**src/hw/rtl/ssc_pkg.sv**
```systemverilog
// ----------------------------------------------------------------------------
// ssc_pkg
// Fixed-point widths, register indexes and the arctangent table of the
// spherize source coordinate pipeline.
// ----------------------------------------------------------------------------
package ssc_pkg;

  // register indexes of the configuration channel
  localparam logic [1:0] REG_CENTER_X = 2'd0;
  localparam logic [1:0] REG_CENTER_Y = 2'd1;
  localparam logic [1:0] REG_RADIUS   = 2'd2;

  // q1.16 ratio and root width (holds 1.0)
  localparam int RT_W = 17;
  localparam logic [RT_W-1:0] Q_ONE = 17'h10000;

  // square root cells: 34-bit radicand, two bits per cell
  localparam int SQ_N_W  = 34;
  localparam int SQ_R_W  = 20;
  localparam int SQ_STEPS = 17;
  localparam logic [SQ_N_W-1:0] SQ_ONE = 34'h1_0000_0000;

  // ratio division: 33 quotient bits, one per cell
  localparam int DIV1_Q_W = 33;
  localparam int DIV1_L_W = 33;

  // offset division remainder width (divisor 2r is 18 bits)
  localparam int OFS_R_W = RT_W + 2;

  // cordic datapath width
  localparam int CX_W = 20;

  // atan(2^-i) / (pi/2) in q1.16
  function automatic logic signed [CX_W-1:0] angle_q16(int idx);
    logic signed [CX_W-1:0] v;
    case (idx)
      0:  v = CX_W'(32768);
      1:  v = CX_W'(19344);
      2:  v = CX_W'(10221);
      3:  v = CX_W'(5188);
      4:  v = CX_W'(2604);
      5:  v = CX_W'(1303);
      6:  v = CX_W'(652);
      7:  v = CX_W'(326);
      8:  v = CX_W'(163);
      9:  v = CX_W'(81);
      10: v = CX_W'(41);
      11: v = CX_W'(20);
      12: v = CX_W'(10);
      13: v = CX_W'(5);
      14: v = CX_W'(3);
      15: v = CX_W'(1);
      16: v = CX_W'(1);
      default: v = '0;
    endcase
    return v;
  endfunction

endpackage

```
**src/hw/rtl/ssc_cordic_cell.sv**
```systemverilog
// ----------------------------------------------------------------------------
// ssc_cordic_cell
// One vectoring cordic rotation: drives y toward zero and accumulates the
// normalized angle.
// ----------------------------------------------------------------------------
module ssc_cordic_cell import ssc_pkg::*; #(
  parameter int STAGE = 0,
  parameter int SW    = 1
) (
  input  logic                   clk,
  input  logic                   rst,
  input  logic                   en,
  input  logic                   vld_up,
  input  logic signed [CX_W-1:0] x_up,
  input  logic signed [CX_W-1:0] y_up,
  input  logic signed [CX_W-1:0] z_up,
  input  logic [SW-1:0]          side_up,
  output logic                   vld,
  output logic signed [CX_W-1:0] x,
  output logic signed [CX_W-1:0] y,
  output logic signed [CX_W-1:0] z,
  output logic [SW-1:0]          side
);

  logic signed [CX_W-1:0] xs;
  logic signed [CX_W-1:0] ys;
  logic signed [CX_W-1:0] ang;
  logic                   neg;

  assign xs  = x_up >>> STAGE;
  assign ys  = y_up >>> STAGE;
  assign ang = angle_q16(STAGE);
  assign neg = y_up[CX_W-1];

  always_ff @(posedge clk) begin
    if (rst) begin
      vld <= 1'b0;
    end else if (en) begin
      vld <= vld_up;
    end
  end

  always_ff @(posedge clk) begin
    if (en) begin
      x    <= neg ? x_up - ys : x_up + ys;
      y    <= neg ? y_up + xs : y_up - xs;
      z    <= neg ? z_up - ang : z_up + ang;
      side <= side_up;
    end
  end

endmodule

```
**config.mk**
```make
export PLATFORM = sky130hd
export DESIGN_NAME = ssc_cordic_cell
export DESIGN_NICKNAME = d
export VERILOG_FILES = /design/src/hw/rtl/ssc_pkg.sv /design/src/hw/rtl/ssc_cordic_cell.sv
export SDC_FILE = /design/constraint.sdc
export NUM_CORES = 1
export LEC_CHECK = 0
export ABC_CLOCK_PERIOD_IN_PS = 2700
export BUFFER_PORTS_ARGS = -buffer_cell sky130_fd_sc_hd__buf_4
export CAP_MARGIN = 25
export CELL_PAD_IN_SITES_DETAIL_PLACEMENT = 1
export CELL_PAD_IN_SITES_GLOBAL_PLACEMENT = 2
export CORE_MARGIN = 5
export CORE_UTILIZATION = 30
export DETAILED_ROUTE_END_ITERATION = 6
export PLACE_DENSITY = 0.88
export SLEW_MARGIN = 25
export SYNTH_ARGS = -nofsm -noshare
export SYNTH_HDL_FRONTEND = slang
export SYNTH_SLANG_ARGS = --single-unit
```
**constraint.sdc**
```tcl
create_clock -name clk -period 2.7 [get_ports clk]
set_input_delay 0.675 -clock clk [delete_from_list [all_inputs] [get_ports clk]]
set_output_delay 0.675 -clock clk [all_outputs]
set_load 0.01 [all_outputs]
```
# Yosys cells after proc, flatten, opt, wreduce, memory -nomap -nowiden
# Index checks and enable logic that the tools add are counted.
# op_classes
n_addsub	5
muxes	3
# ops
cell	count
20-bit two-way mux	3
20-bit subtractor	2
20-bit by 17-bit adder with 20-bit output, second input constant	1
20-bit adder	1
20-bit by 17-bit subtractor with 20-bit output, second input constant	1
# word_totals
ff_bits	62
input_bits	65
elab_cells	13

# Longest topological paths before layout
# Gate-level depths: netlist of run 1.
# depth
ltp_word	2
depth_mapped	10

# Least setup slack after synthesis of run 1
# Ideal clock, no wire load.
# synth_path
kind	in2reg
startpoint	in x_up[0]
endpoint	reg x[16] (data pin)
arrival_ps	2526
t_required_ps	2433
path_slack_ps	-93
stages	9
n_path_buf	0
path_cell_list	ha_1 fa_1 nor3b_4 o311ai_2 nand3b_2 a21bo_1 o311ai_1 o41ai_1 xnor2_1
# synth_via
elab_chain_cells	2
# synth_rtl
item	line	rtl
start, declared	ssc_cordic_cell.sv:14	input logic signed [CX_W-1:0] x_up,
20-bit adder / 20-bit subtractor (equally long branches)	ssc_cordic_cell.sv:45	x <= neg ? x_up - ys : x_up + ys;
20-bit two-way mux (*)	ssc_cordic_cell.sv:45	
end signal, assigned	ssc_cordic_cell.sv:45	
end, declared	ssc_cordic_cell.sv:19	output logic signed [CX_W-1:0] x,
# Mark *: on every way between the ends. The rest lies on a longest branch, timed or not.
# A chain may end at the register's enable or synchronous reset.

# Worst setup path after layout of run 1
# Ends and elaborated chain as after synthesis.

==> flow_summary.html, run 1 <==
<table>
<tr><th>Metric</th><th>Value</th></tr>
<tr><th colspan="2">Status</th></tr>
<tr><td>Outcome</td><td>finished, violations left</td></tr>
<tr><td>Violations in the final reports</td><td>setup timing</td></tr>
<tr><th colspan="2">STA</th></tr>
<tr><td>Worst slew slack as a fraction of its limit</td><td>48.21%</td></tr>
<tr><td>Least setup slack across all paths after layout</td><td>-8.479 ps</td></tr>
<tr><td>Timing-limited maximum frequency</td><td>369.2 MHz</td></tr>
<tr><td>Final period util</td><td>100.3%</td></tr>
<tr><td>Minimum clock period</td><td>2708 ps</td></tr>
<tr><td>Clock Skews</td><td>0 ps</td></tr>
<tr><td>Worst hold slack</td><td>506.4 ps</td></tr>
<tr><td>RSZ-0062 raised after global routing</td><td>true</td></tr>
<tr><td>Final setup violation count</td><td>2</td></tr>
<tr><td>Final Hold Vio Count</td><td>0</td></tr>
<tr><td>Final slew viol count</td><td>0</td></tr>
<tr><td>Actual transition at the worst max-transition pin</td><td>776.9 ps</td></tr>
<tr><th colspan="2">Power</th></tr>
<tr><td>Part of the power in registers</td><td>33.2%</td></tr>
<tr><td>Cell leakage power</td><td>3.432 nW</td></tr>
<tr><td>Power density normalized to cell area</td><td>494.9 mW/mm²</td></tr>
<tr><td>Comb power frac</td><td>38.3%</td></tr>
<tr><td>Internal Pwr Total</td><td>2.629 mW</td></tr>
<tr><td>Clock network fraction of total power</td><td>28.5%</td></tr>
<tr><td>Switching Power</td><td>1.192 mW</td></tr>
<tr><td>Maximum vdd drop</td><td>0.3023 mV</td></tr>
<tr><td>Fraction of power spent switching nets</td><td>31.19%</td></tr>
<tr><th colspan="2">Setup path</th></tr>
<tr><td>Arrival @ worst endpoint</td><td>2750 ps</td></tr>
<tr><td>Biggest cell delay along the critical path</td><td>360 ps</td></tr>
<tr><td>Depth of the most critical reg-to-reg path</td><td>2</td></tr>
<tr><td>Required time at the worst-slack endpoint</td><td>2740 ps</td></tr>
<tr><td>Crit Reg-Reg Startpoint</td><td>vld</td></tr>
<tr><td>Crit path cell chain</td><td>buf_6 -&gt; inv_4 -&gt; ha_4 -&gt; fa_2 -&gt; nor2b_4 -&gt; o2111ai_2 -&gt; o21ai_2 -&gt; o41ai_2 -&gt; buf_4 -&gt; nor3_4 -&gt; o41ai_2 -&gt; xnor2_1</td></tr>
<tr><td>CP max stage cell</td><td>o41ai_2</td></tr>
<tr><td>Setup slack of the worst register-to-register path</td><td>2100 ps</td></tr>
<tr><td>Class of the most critical setup path</td><td>in2reg</td></tr>
<tr><td>Reg-to-Reg End</td><td>vld</td></tr>
<tr><td>Critical-path maximum fanout</td><td>3</td></tr>
<tr><td>Critical path startpoint category</td><td>input port</td></tr>
<tr><td>Critical Path Most Common Cell</td><td>o41ai_2</td></tr>
<tr><td>Worst setup EP type</td><td>flop</td></tr>
<tr><th colspan="2">GRT</th></tr>
<tr><td>Largest net degree at the start of global routing</td><td>62</td></tr>
<tr><td>Met2 GRT Util</td><td>28.96%</td></tr>
<tr><td>Remaining global-route overflow</td><td>0</td></tr>
<tr><td>Vias in the first global route</td><td>5303</td></tr>
<tr><td>Global-route wire length before repair</td><td>27790 µm</td></tr>
<tr><td>Initial antenna violation count</td><td>0</td></tr>
<tr><td>Most crowded layer after global routing</td><td>met2</td></tr>
<tr><td>Met1 track demand over resource in global routing</td><td>23.15%</td></tr>
<tr><td>M3 GR Usage</td><td>2.587%</td></tr>
<tr><td>GRT Total Usage</td><td>17.20%</td></tr>
<tr><th colspan="2">Final layout</th></tr>
<tr><td>Fraction of final layout cells sized beyond drive strength 1</td><td>39.23%</td></tr>
<tr><td>Fin nets</td><td>899</td></tr>
<tr><td>Syn-to-layout area delta</td><td>47.75%</td></tr>
<tr><td>FILL cells</td><td>2003</td></tr>
<tr><td>Final cell utilization of the core</td><td>44.94%</td></tr>
<tr><td>Number of antenna repair diodes</td><td>0</td></tr>
<tr><td>Final instance area</td><td>0.007720 mm²</td></tr>
<tr><th colspan="2">Yosys</th></tr>
<tr><td>Post-synth design cell area</td><td>0.005225 mm²</td></tr>
<tr><td>Proportion of synthesized chip area in sequential cells</td><td>34.87%</td></tr>
<tr><td>Dominant combinational cell family by area after synthesis</td><td>compound AO/OA/AOI/OAI gates</td></tr>
<tr><td>Post-synthesis instance total</td><td>546</td></tr>
<tr><td>Post-synthesis simple-gate area fraction</td><td>13.58%</td></tr>
<tr><td>Yosys top cell area share</td><td>34.48%</td></tr>
<tr><td>Most used standard cells in the synthesized netlist</td><td>edfxtp_1, ha_1, inv_1, a21oi_1, nor2_1</td></tr>
<tr><td>Top area cells in the synthesized netlist</td><td>edfxtp_1, ha_1, xnor2_1</td></tr>
<tr><td>Synth Warn #</td><td>0</td></tr>
<tr><td>Number of enable-type register cells in the synthesized netlist</td><td>60</td></tr>
<tr><td>Largest area contributor in the synthesized netlist</td><td>edfxtp_1</td></tr>
<tr><td>Synthesized-area fraction occupied by ao, oa, aoi and oai cells</td><td>20.07%</td></tr>
<tr><td>Nets in the synthesized netlist</td><td>675</td></tr>
<tr><td>Mean cell area of the mapped netlist</td><td>9.570 µm²</td></tr>
<tr><td>Count of cell types in the netlist</td><td>73</td></tr>
<tr><td>Xor and xnor area share after synthesis</td><td>6.705%</td></tr>
<tr><td>Arithmetic-cell share of the synthesized area counting full adders, half adders and majority gates</td><td>15.90%</td></tr>
<tr><td>Mux contribution to synthesized area</td><td>1.149%</td></tr>
<tr><td>Flip-flop cell with the highest count after synthesis</td><td>edfxtp_1</td></tr>
<tr><td>Share of flip-flops with an asynchronous set or reset</td><td>0%</td></tr>
<tr><td>#FFs+latches synth</td><td>61</td></tr>
<tr><th colspan="2">CTS</th></tr>
<tr><td>Clock tree from TritonCTS</td><td>built</td></tr>
<tr><td>Number of buffers added to fix hold violations after cts</td><td>0</td></tr>
<tr><td>Clock latency of the later-clocked register in the worst-skew pair</td><td>320 ps</td></tr>
<tr><td>CTS H-tree depth</td><td>3</td></tr>
<tr><td>Clock sinks</td><td>61</td></tr>
<tr><td>Post-CTS clock slew at the launch and capture registers of the worst setup and hold paths</td><td>50 ps</td></tr>
<tr><td>Maximum buffer depth of the clock tree</td><td>2</td></tr>
<tr><td>Root cell of the clock tree</td><td>clkbuf_16</td></tr>
<tr><td>Number of buffers created by CTS</td><td>9</td></tr>
<tr><th colspan="2">Drt</th></tr>
<tr><td>First-pass iteration count of the detailed router</td><td>5</td></tr>
<tr><td>Post-detailed-routing wire length</td><td>18170 µm</td></tr>
<tr><td>Via Count</td><td>4968</td></tr>
<tr><td>DRT antenna net count</td><td>0</td></tr>
<tr><td>Routed wire per std cell</td><td>18.17 µm</td></tr>
<tr><td>Post-DR vias/cell</td><td>4.968</td></tr>
<tr><td>Number of violations reported at the end of detailed-routing iteration 0</td><td>220</td></tr>
<tr><td>Number of design rule violations left after detail routing</td><td>0</td></tr>
<tr><th colspan="2">Hold path</th></tr>
<tr><td>Tightest Hold Check Type</td><td>in2reg</td></tr>
<tr><td>Worst hold path cell count</td><td>2</td></tr>
<tr><td>Start point of the worst hold path</td><td>rst</td></tr>
<tr><td>Hold Path End</td><td>vld</td></tr>
<tr><th colspan="2">Placed design</th></tr>
<tr><td>IO buf count</td><td>126</td></tr>
<tr><td>Dpl cell area</td><td>0.007038 mm²</td></tr>
<tr><td>Detailed-placement wirelength estimate</td><td>14330 µm</td></tr>
<tr><td>RePlAce Congestion</td><td>0.9233</td></tr>
<tr><th colspan="2">Die</th></tr>
<tr><td>Overall die height</td><td>142.0 µm</td></tr>
<tr><td>Row cnt</td><td>48</td></tr>
<tr><td>Width of the die</td><td>142.0 µm</td></tr>
<tr><td>Die area</td><td>0.02016 mm²</td></tr>
<tr><td>Number of top-level pins</td><td>127</td></tr>
<tr><td>Initial Util</td><td>30.42%</td></tr>
<tr><td>Standard cell core area</td><td>0.01718 mm²</td></tr>
<tr><th colspan="2">Run</th></tr>
<tr><td>Max cap viols</td><td>0</td></tr>
</table>
==> flip-flops by register name, indices dropped and copies added, names as in the netlist <==
signal / flops
side: 1
vld: 1
z: 20
y: 20
x: 19
==> routing by layer <==
layer | up-vias | wire length (µm) | part of all wire [%]
li1 | 2387 | - | -
met5 | - | 0 | 0
met2 | 179 | 8758 | 48
met1 | 2383 | 8127 | 45
met4 | 0 | 214 | 1.2
met3 | 19 | 1073 | 5.9
==> critical path: cells and delay by family <==
| kind | cells | cell delay, ps |
|---|---|---|
| AO/OA/AOI/OAI | 4 | 1050 |
| adder cells (fa/ha/maj) | 2 | 370 |
| buffers and inverters | 3 | 360 |
| XOR/XNOR | 1 | 180 |
| AND/OR/NAND/NOR | 2 | 100 |
==> placed cells by master (no fill, tap or decap), types with 5 or more instances in the layout <==
master	n
buf_6	7
xor2_1	9
clkbuf_16	9
nand3_1	7
nor2_1	42
ha_4	7
nand2_1	28
mux2i_1	6
nand2b_1	7
edfxtp_1	60
a21oi_1	51
o21a_1	8
xnor2_1	31
nor2b_1	10
o21ai_0	31
inv_1	52
a21o_1	6
ha_1	53
nor3_1	10
o21bai_1	5
buf_4	231
==> timing repair <==
item | 4_1_cts | 5_1_grt
pin swaps | 6 | 23
endpoints found under the setup margin | 15 | 18
hold endpoints to repair | 0 | 0
buffers inserted | 1 | 9
resized for setup | 14 | 50
==> per-stage QoR <==
step	power, mW	setup TNS (ps)	worst slack (ps)	instances
after floorplan	1.968	0	4.571	546
after global placement	2.591	-7805	-526.3	974
after detailed placement	2.642	-8865	-561.6	974
after CTS	3.773	-0.6117	-0.6117	991
after global routing	4.028	-243.0	-81.17	1000
final	3.820	-14.60	-8.479	1000
==> cell type report <==
class,count,area [µm²],share of cell area (%)
Multi-Input combinational cell,402,3279,42.48
Timing Repair Buffer,239,1828,23.68
Sequential cell,61,1822,23.60
Tap cell,225,281.5,3.647
Clock buffer,11,232.7,3.015
Inverter,57,224.0,2.901
Clock inverter,5,52.55,0.6807
==> cells by family (layout without fill, tap and decap cells) <==
group / Yosys count / in the layout
and+or+nand+nor: 137 / 137
buffers and inverters: 83 / 312
DFF: 61 / 61
muxes: 6 / 6
adders and majority gates: 64 / 64
xor gates and xnor gates: 40 / 40
AOI/OAI and AO/OA: 155 / 155
==> worst max-delay path by stage <==
stage | startpoint | end | slack, ps | cells past startpoint
3_5_place_dp | x_up[3] | y[13] | -560 | 11
5_1_grt | x_up[4] | x[13] | -80 | 11
2_1_floorplan | x_up[0] | y[8] | 5 | 9
6_report | x_up[0] | x[16] | -8 | 12
4_1_cts | x_up[1] | y[16] | -0.6 | 10
3_3_place_gp | x_up[4] | y[11] | -530 | 12
==> power by group through the flow <==
stage                     logic (mW)  registers, mW  clock network [mW]
after detailed placement        1.35           1.29                   0
final                           1.46           1.27                1.09
after global placement          1.31           1.28                   0
after floorplan                0.624           1.34                   0
after global routing            1.58           1.28                1.17
after CTS                       1.39           1.27                1.11
Power figures use the tool's default switching activity.
==> inputs of run 2 (changes only) <==
--- a/config.mk
+++ b/config.mk
@@ -14,6 +14,7 @@
 export CORE_UTILIZATION = 30
 export DETAILED_ROUTE_END_ITERATION = 6
 export PLACE_DENSITY = 0.88
+export REMOVE_ABC_BUFFERS = 1
 export SLEW_MARGIN = 25
 export SYNTH_ARGS = -nofsm -noshare
 export SYNTH_HDL_FRONTEND = slang
==> flow_summary.html, run 2 (synthesis gave the netlist of run 1 again) <==
<table>
<tr><th>Metric</th><th>Value</th></tr>
<tr><th colspan="2">Status</th></tr>
<tr><td>Outcome</td><td>completed</td></tr>
<tr><th colspan="2">STA</th></tr>
<tr><td>Final setup violation count</td><td>0 (-2)</td></tr>
<tr><td>Actual transition at the worst max-transition pin</td><td>611.5 ps (-165.4 ps)</td></tr>
<tr><td>Timing-limited maximum frequency</td><td>373.2 MHz (+1.1%)</td></tr>
<tr><td>RSZ-0062 raised after global routing</td><td>true</td></tr>
<tr><td>Final period util</td><td>99.24% (-1.1 points)</td></tr>
<tr><td>Final sum of negative setup slack</td><td>0 ps (+14.60 ps)</td></tr>
<tr><td>Final Hold Vio Count</td><td>0 (unchanged)</td></tr>
<tr><td>Worst hold slack</td><td>509.8 ps (+3.477 ps)</td></tr>
<tr><td>Minimum clock period</td><td>2680 ps (-28.88 ps)</td></tr>
<tr><td>Clock Skews</td><td>0 ps (unchanged)</td></tr>
<tr><td>Worst slew slack as a fraction of its limit</td><td>58.80% (+11 points)</td></tr>
<tr><td>Final slew viol count</td><td>0 (unchanged)</td></tr>
<tr><th colspan="2">Final layout</th></tr>
<tr><td>Biggest regs</td><td>y x20, z x20, x x19</td></tr>
<tr><td>Leading cell type in the layout, fill and taps excluded</td><td>buf_4</td></tr>
<tr><td>Fraction of final layout cells sized beyond drive strength 1</td><td>39.69% (+0.46 points)</td></tr>
<tr><td>Number of antenna repair diodes</td><td>0 (unchanged)</td></tr>
<tr><td>Highest-count cells in the layout ignoring fill and taps</td><td>buf_4, edfxtp_1, inv_1</td></tr>
<tr><td>FILL cells</td><td>2013 (+0.50%)</td></tr>
<tr><td>Fin nets</td><td>900 (+0.11%)</td></tr>
<tr><td>Syn-to-layout area delta</td><td>47.73% (about the same)</td></tr>
<tr><th colspan="2">Setup path</th></tr>
<tr><td>Beginning of the critical path</td><td>x_up[1]</td></tr>
<tr><td>Critical-path maximum fanout</td><td>4 (+1)</td></tr>
<tr><td>Crit path cell chain</td><td>buf_4 -&gt; buf_6 -&gt; fa_2 -&gt; nor3b_4 -&gt; o311ai_4 -&gt; nand3b_4 -&gt; a21bo_1 -&gt; o311ai_2 -&gt; o41ai_2 -&gt; xnor2_1</td></tr>
<tr><td>Number of buffers and inverters on the critical path</td><td>2 (-1)</td></tr>
<tr><td>Crit Reg-Reg Startpoint</td><td>vld</td></tr>
<tr><td>Reg-to-Reg End</td><td>vld</td></tr>
<tr><td>Setup slack of the worst register-to-register path</td><td>2100 ps (about the same)</td></tr>
<tr><td>Required time at the worst-slack endpoint</td><td>2770 ps (+30 ps)</td></tr>
<tr><td>Depth of the most critical reg-to-reg path</td><td>2 (unchanged)</td></tr>
<tr><td>Path length in cells of the critical path</td><td>10 (-2)</td></tr>
<tr><td>Cell family contributing the most delay on the critical path</td><td>compound AO/OA/AOI/OAI gates</td></tr>
<tr><td>Critical path startpoint category</td><td>input port</td></tr>
<tr><td>Worst setup EP type</td><td>flop</td></tr>
<tr><td>Biggest cell delay along the critical path</td><td>390 ps (+30 ps)</td></tr>
<tr><td>Class of the most critical setup path</td><td>in2reg</td></tr>
<tr><td>Worst setup path endpoint</td><td>x[16]</td></tr>
<tr><td>CP max stage cell</td><td>fa_2</td></tr>
<tr><td>Arrival @ worst endpoint</td><td>2750 ps (about the same)</td></tr>
<tr><th colspan="2">CTS</th></tr>
<tr><td>Post-CTS clock slew at the launch and capture registers of the worst setup and hold paths</td><td>60 ps (about the same)</td></tr>
<tr><td>Root cell of the clock tree</td><td>clkbuf_16</td></tr>
<tr><td>Maximum buffer depth of the clock tree</td><td>2 (unchanged)</td></tr>
<tr><td>CTS H-tree depth</td><td>3 (unchanged)</td></tr>
<tr><td>Clock sinks</td><td>61 (unchanged)</td></tr>
<tr><td>Clock latency of the later-clocked register in the worst-skew pair</td><td>320 ps (about the same)</td></tr>
<tr><td>Clock tree from TritonCTS</td><td>built</td></tr>
<tr><td>Number of buffers created by CTS</td><td>9 (unchanged)</td></tr>
<tr><th colspan="2">Hold path</th></tr>
<tr><td>Worst hold path cell count</td><td>2 (unchanged)</td></tr>
<tr><td>Tightest Hold Check Type</td><td>in2reg</td></tr>
<tr><th colspan="2">Die</th></tr>
<tr><td>Die area</td><td>0.02016 mm² (unchanged)</td></tr>
<tr><td>Number of top-level pins</td><td>127 (unchanged)</td></tr>
<tr><td>Row cnt</td><td>48 (unchanged)</td></tr>
<tr><td>Overall die height</td><td>142.0 µm (unchanged)</td></tr>
<tr><td>Standard cell core area</td><td>0.01718 mm² (unchanged)</td></tr>
<tr><td>Initial Util</td><td>30.42% (unchanged)</td></tr>
<tr><td>Width of the die</td><td>142.0 µm (unchanged)</td></tr>
<tr><th colspan="2">Placed design</th></tr>
<tr><td>RePlAce Congestion</td><td>0.8659 (-6.2%)</td></tr>
<tr><td>IO buf count</td><td>126 (unchanged)</td></tr>
<tr><td>Detailed-placement wirelength estimate</td><td>14750 µm (+2.9%)</td></tr>
<tr><th colspan="2">Power</th></tr>
<tr><td>Power density normalized to cell area</td><td>514.6 mW/mm² (+4.0%)</td></tr>
<tr><td>Fraction of power spent switching nets</td><td>31.19% (about the same)</td></tr>
<tr><td>Part of the power in registers</td><td>31.9% (-1.3 points)</td></tr>
<tr><td>Internal Pwr Total</td><td>2.733 mW (+4.0%)</td></tr>
<tr><td>Cell leakage power</td><td>3.444 nW (+0.35%)</td></tr>
<tr><td>Maximum vdd drop</td><td>0.3146 mV (+4.1%)</td></tr>
<tr><td>Switching Power</td><td>1.239 mW (+4.0%)</td></tr>
<tr><td>Clock network fraction of total power</td><td>31.7% (+3.2 points)</td></tr>
<tr><td>Comb power frac</td><td>36.4% (-1.9 points)</td></tr>
<tr><th colspan="2">Drt</th></tr>
<tr><td>DRT antenna net count</td><td>0 (unchanged)</td></tr>
<tr><td>Via Count</td><td>5009 (+0.83%)</td></tr>
<tr><td>Routed wire per std cell</td><td>18.15 µm (-0.15%)</td></tr>
<tr><td>Post-detailed-routing wire length</td><td>18160 µm (about the same)</td></tr>
<tr><td>First-pass iteration count of the detailed router</td><td>4 (-1)</td></tr>
<tr><td>Post-DR vias/cell</td><td>5.004 (+0.72%)</td></tr>
<tr><td>Number of violations reported at the end of detailed-routing iteration 0</td><td>243 (+10%)</td></tr>
<tr><td>Number of design rule violations left after detail routing</td><td>0 (unchanged)</td></tr>
<tr><th colspan="2">Run</th></tr>
<tr><td>Max cap viols</td><td>0 (unchanged)</td></tr>
<tr><th colspan="2">GRT</th></tr>
<tr><td>GRT Total Usage</td><td>17.82% (+0.62 points)</td></tr>
<tr><td>Initial antenna violation count</td><td>0 (unchanged)</td></tr>
<tr><td>Remaining global-route overflow</td><td>0 (unchanged)</td></tr>
<tr><td>Global-route wire length before repair</td><td>28410 µm (+2.2%)</td></tr>
<tr><td>Vias in the first global route</td><td>5413 (+2.1%)</td></tr>
<tr><td>Largest net degree at the start of global routing</td><td>39 (-37%)</td></tr>
</table>
## run 2: changes by cell type in the layout (fill, tap and decap cells not counted), moves of 3 or more
| cell | delta |
|---|---|
| buf_4 | +5 |
| buf_6 | -4 |
| inv_4 | -4 |
| nor3_1 | +4 |
| a211oi_2 | +3 |
| ha_4 | -3 |
| inv_1 | +3 |
| nor3_2 | -3 |
## run 2: worst min-delay path by stage
stage	endpoint	from	slack, ps
after floorplan	vld	vld	530
after global placement	vld	vld	480
after detailed placement	vld	vld	540
after CTS	vld	rst	500
after global routing	vld	rst	500
final	vld	rst	510
## run 2: power by group through the flow
| stage | Sequential (mW) | Clock, mW | Combinational [mW] |
|---|---|---|---|
| floorplan | 1.35 | 0 | 0.576 |
| global placement | 1.28 | 0 | 1.33 |
| detailed placement | 1.29 | 0 | 1.37 |
| CTS | 1.27 | 1.29 | 1.41 |
| global route | 1.28 | 1.34 | 1.56 |
| finish | 1.27 | 1.26 | 1.45 |
## run 2: final cells by class
cell class / instances / area, µm² / area share (%)
repair buffers: 240 / 1826 / 23.65
multi-input cells: 402 / 3253 / 42.15
clock buffers: 9 / 225.2 / 2.918
flip-flops and latches: 61 / 1822 / 23.60
inverters: 57 / 214.0 / 2.772
clock inverters: 7 / 97.59 / 1.264
well taps: 225 / 281.5 / 3.647
## run 2: through the flow
step	setup slack, ps	cell area (µm²)	instances	power [mW]	utilization, %
after floorplan	-113.5	5035	520	1.922	-
after global placement	-521.4	7108	982	2.611	41.38
after detailed placement	-516.3	7108	982	2.660	41.38
after CTS	4.328	7567	999	3.969	44.06
after global routing	-7.913	7719	1001	4.179	44.94
final	20.40	7719	1001	3.972	44.94
## run 2: timing repair
action | CTS | global route
pin swaps | 11 | 10
hold buffers | 0 | 0
endpoints found under the setup margin | 17 | 17
resized for setup | 23 | 25
buffers inserted | 1 | 2
## run 2: layer usage
| layer | share of wire (%) | vias up | wire, µm | track usage (%) |
|---|---|---|---|---|
| met5 | 0 | - | 0 | 0 |
| met4 | 2.3 | 0 | 420 | 5.909 |
| met3 | 6.3 | 29 | 1149 | 2.957 |
| met2 | 49 | 157 | 8933 | 30.63 |
| met1 | 42 | 2426 | 7660 | 22.82 |
| li1 | - | 2397 | - | - |
==> inputs of run 3 (changes only) <==
--- a/config.mk
+++ b/config.mk
@@ -5,15 +5,15 @@
 export SDC_FILE = /design/constraint.sdc
 export NUM_CORES = 1
 export LEC_CHECK = 0
-export ABC_CLOCK_PERIOD_IN_PS = 2700
+export ABC_CLOCK_PERIOD_IN_PS = 3000
 export BUFFER_PORTS_ARGS = -buffer_cell sky130_fd_sc_hd__buf_4
 export CAP_MARGIN = 25
 export CELL_PAD_IN_SITES_DETAIL_PLACEMENT = 1
 export CELL_PAD_IN_SITES_GLOBAL_PLACEMENT = 2
 export CORE_MARGIN = 5
-export CORE_UTILIZATION = 30
+export CORE_UTILIZATION = 33
 export DETAILED_ROUTE_END_ITERATION = 6
-export PLACE_DENSITY = 0.88
+export PLACE_DENSITY = 0.92
 export REMOVE_ABC_BUFFERS = 1
 export SLEW_MARGIN = 25
 export SYNTH_ARGS = -nofsm -noshare
==> constraint.sdc (replaced) <==
create_clock -name clk -period 3 [get_ports clk]
set_input_delay 0.75 -clock clk [delete_from_list [all_inputs] [get_ports clk]]
set_output_delay 0.75 -clock clk [all_outputs]
set_load 0.01 [all_outputs]
==> flow_summary.html, run 3 (synthesis gave the netlist of run 1 again) <==
<table>
<tr><th>Metric</th><th>Value</th></tr>
<tr><th colspan="2">Drt</th></tr>
<tr><td>First-pass iteration count of the detailed router</td><td>4 (unchanged)</td></tr>
<tr><td>Routed length on met2</td><td>8326 µm (-6.8%)</td></tr>
<tr><td>DR top layer</td><td>met4</td></tr>
<tr><td>Via Count</td><td>4774 (-4.7%)</td></tr>
<tr><td>Number of violations reported at the end of detailed-routing iteration 0</td><td>300 (+23%)</td></tr>
<tr><td>Number of design rule violations left after detail routing</td><td>0 (unchanged)</td></tr>
<tr><td>Amount of wire on met3 after detailed routing</td><td>1009 µm (-12%)</td></tr>
<tr><td>Routed wire per std cell</td><td>17.86 µm (-1.6%)</td></tr>
<tr><td>Post-detailed-routing wire length</td><td>16910 µm (-6.9%)</td></tr>
<tr><td>Post-DR vias/cell</td><td>5.041 (+0.74%)</td></tr>
<tr><td>DRT antenna net count</td><td>0 (unchanged)</td></tr>
<tr><td>Post-route met1 wirelength</td><td>7256 µm (-5.3%)</td></tr>
<tr><th colspan="2">Power</th></tr>
<tr><td>Clock network fraction of total power</td><td>31.8% (about the same)</td></tr>
<tr><td>Fraction of power spent switching nets</td><td>31.54% (+0.35 points)</td></tr>
<tr><td>Comb power frac</td><td>34.6% (-1.8 points)</td></tr>
<tr><td>Part of the power in registers</td><td>33.6% (+1.7 points)</td></tr>
<tr><td>Switching Power</td><td>1.068 mW (-14%)</td></tr>
<tr><td>Power density normalized to cell area</td><td>476.4 mW/mm² (-7.4%)</td></tr>
<tr><td>Cell leakage power</td><td>3.180 nW (-7.7%)</td></tr>
<tr><td>Internal Pwr Total</td><td>2.318 mW (-15%)</td></tr>
<tr><td>Maximum vdd drop</td><td>0.2645 mV (-16%)</td></tr>
<tr><th colspan="2">Final layout</th></tr>
<tr><td>Fin nets</td><td>855 (-5.0%)</td></tr>
<tr><td>Highest-count cells in the layout ignoring fill and taps</td><td>buf_4, ha_1, edfxtp_1</td></tr>
<tr><td>Number of antenna repair diodes</td><td>0 (unchanged)</td></tr>
<tr><td>FILL cells</td><td>1839 (-8.6%)</td></tr>
<tr><td>Syn-to-layout area delta</td><td>36.02%</td></tr>
<tr><td>Fraction of final layout cells sized beyond drive strength 1</td><td>31.74% (-8.0 points)</td></tr>
<tr><td>Biggest regs</td><td>y x20, z x20, x x19</td></tr>
<tr><td>Leading cell type in the layout, fill and taps excluded</td><td>buf_4</td></tr>
<tr><td>Count of non-filler cells in the finished layout</td><td>947 (-5.4%)</td></tr>
<tr><td>Final instance area</td><td>0.007107 mm² (-7.9%)</td></tr>
<tr><th colspan="2">Setup path</th></tr>
<tr><td>Class of the most critical setup path</td><td>in2reg</td></tr>
<tr><td>Arrival @ worst endpoint</td><td>3000 ps (+250 ps)</td></tr>
<tr><td>Setup slack of the worst register-to-register path</td><td>2390 ps (+290 ps)</td></tr>
<tr><td>Depth of the most critical reg-to-reg path</td><td>2 (unchanged)</td></tr>
<tr><td>Worst setup EP type</td><td>flop</td></tr>
<tr><td>Required time at the worst-slack endpoint</td><td>3070 ps (+300 ps)</td></tr>
<tr><td>Critical path startpoint category</td><td>input port</td></tr>
<tr><td>Critical-path maximum fanout</td><td>4 (unchanged)</td></tr>
<tr><th colspan="2">Placed design</th></tr>
<tr><td>Detailed-placement wirelength estimate</td><td>13530 µm (-8.3%)</td></tr>
<tr><td>RePlAce Congestion</td><td>0.9208 (+6.3%)</td></tr>
<tr><td>IO buf count</td><td>126 (unchanged)</td></tr>
<tr><td># placed instances</td><td>931 (-5.2%)</td></tr>
<tr><td>Dpl cell area</td><td>0.006769 mm² (-4.8%)</td></tr>
<tr><th colspan="2">Run</th></tr>
<tr><td>Max cap viols</td><td>0 (unchanged)</td></tr>
<tr><th colspan="2">GRT</th></tr>
<tr><td>Largest net degree at the start of global routing</td><td>62 (+59%)</td></tr>
<tr><td>Remaining global-route overflow</td><td>0 (unchanged)</td></tr>
<tr><td>Global-route wire length before repair</td><td>26670 µm (-6.1%)</td></tr>
<tr><td>GRT Total Usage</td><td>18.24% (+0.42 points)</td></tr>
<tr><td>Vias in the first global route</td><td>5192 (-4.1%)</td></tr>
<tr><td>Initial antenna violation count</td><td>0 (unchanged)</td></tr>
<tr><th colspan="2">Die</th></tr>
<tr><td>Width of the die</td><td>135.8 µm (-4.3%)</td></tr>
<tr><td>Number of top-level pins</td><td>127 (unchanged)</td></tr>
<tr><td>Overall die height</td><td>135.8 µm (-4.3%)</td></tr>
<tr><td>Standard cell core area</td><td>0.01571 mm² (-8.5%)</td></tr>
<tr><td>Die area</td><td>0.01845 mm² (-8.5%)</td></tr>
<tr><td>Row cnt</td><td>46 (-4.2%)</td></tr>
<tr><td>Initial Util</td><td>33.25% (+2.8 points)</td></tr>
<tr><th colspan="2">CTS</th></tr>
<tr><td>Clock tree from TritonCTS</td><td>built</td></tr>
<tr><td>CTS H-tree depth</td><td>3 (unchanged)</td></tr>
<tr><td>Number of buffers added to fix hold violations after cts</td><td>0 (unchanged)</td></tr>
<tr><td>Clock latency of the later-clocked register in the worst-skew pair</td><td>330 ps (about the same)</td></tr>
<tr><td>Number of buffers created by CTS</td><td>9 (unchanged)</td></tr>
<tr><td>Root cell of the clock tree</td><td>clkbuf_16</td></tr>
<tr><td>Post-CTS clock slew at the launch and capture registers of the worst setup and hold paths</td><td>60 ps (about the same)</td></tr>
<tr><td>Clock sinks</td><td>61 (unchanged)</td></tr>
<tr><td>Maximum buffer depth of the clock tree</td><td>2 (unchanged)</td></tr>
<tr><th colspan="2">Hold path</th></tr>
<tr><td>Tightest Hold Check Type</td><td>reg2reg</td></tr>
<tr><td>Worst hold path cell count</td><td>2 (unchanged)</td></tr>
<tr><th colspan="2">STA</th></tr>
<tr><td>Final setup violation count</td><td>0 (unchanged)</td></tr>
<tr><td>Clock Skews</td><td>0 ps (unchanged)</td></tr>
<tr><td>Final slew viol count</td><td>0 (unchanged)</td></tr>
<tr><td>RSZ-0062 raised after global routing</td><td>false</td></tr>
<tr><td>Final period util</td><td>97.58%</td></tr>
<tr><td>Minimum clock period</td><td>2927 ps</td></tr>
<tr><td>Timing-limited maximum frequency</td><td>341.6 MHz</td></tr>
<tr><td>Final Hold Vio Count</td><td>0 (unchanged)</td></tr>
<tr><td>Worst slew slack as a fraction of its limit</td><td>44.39% (-14 points)</td></tr>
<tr><td>Actual transition at the worst max-transition pin</td><td>834.1 ps (+222.6 ps)</td></tr>
<tr><th colspan="2">Status</th></tr>
<tr><td>Outcome</td><td>completed</td></tr>
</table>
## run 3: changes by cell type in the layout (fill, tap and decap cells not counted), moves of 3 or more
cell      delta
buf_4       -41
ha_1         +6
ha_4         -4
a211oi_1     +3
a211oi_2     -3
buf_6        -3
## run 3: critical path, cell delays in order
cell and delay, ps:
buf_4 120, ha_1 220, fa_1 420, nor3b_4 190, o311ai_4 320, nand3b_4 150, a21bo_1 220, o311ai_1 290
o41ai_1 160, xnor2_1 160
## run 3: final timing paths
path                 to  startpoint
hold / removal      vld         vld
setup reg to reg    vld         vld
setup / recovery  y[16]     x_up[0]
hold reg to reg     vld         vld
## run 3: timing repair
item                                   in CTS  in global routing
setup endpoints to repair                   0                  3
setup buffers                               0                  0
gates resized for setup                     0                  5
endpoints found under the hold margin       0                  0
## run 3: metal layers
layer | up-vias | global-route usage, %
li1 | 2296 | -
met1 | 2316 | 22.62
met2 | 138 | 31.44
met3 | 24 | 3.775
met4 | 0 | 6.439
met5 | - | 0
## run 3: area by class of cell
| type | instances | area (µm²) | share of cell area (%) |
|---|---|---|---|
| Clock buffer | 11 | 242.7 | 3.415 |
| Inverter | 57 | 214.0 | 3.011 |
| Multi-Input combinational cell | 402 | 3035 | 42.71 |
| Timing Repair Buffer | 195 | 1464 | 20.60 |
| Sequential cell | 61 | 1822 | 25.63 |
| Clock inverter | 5 | 58.81 | 0.8275 |
| Tap cell | 216 | 270.3 | 3.803 |
## run 3: power by group through the flow
stage | Clock [mW] | Sequential, mW | Combinational [mW]
after floorplan | 0 | 1.21 | 0.519
after global placement | 0 | 1.15 | 1.13
after detailed placement | 0 | 1.16 | 1.17
after CTS | 1.10 | 1.14 | 1.17
after global routing | 1.15 | 1.15 | 1.27
final | 1.08 | 1.14 | 1.17
## run 3: stage by stage
stage	TNS, ps	util [%]	setup WS (ps)	total power, mW	hold slack, ps
global route	0	45.23	21.25	3.569	563.2
floorplan	0	-	111.5	1.729	527.9
detailed placement	-2543	43.08	-253.4	2.322	518.7
CTS	0	45.00	73.51	3.417	532.6
global placement	-1648	43.08	-202.8	2.285	481.2
finish	0	45.23	72.63	3.386	517.3
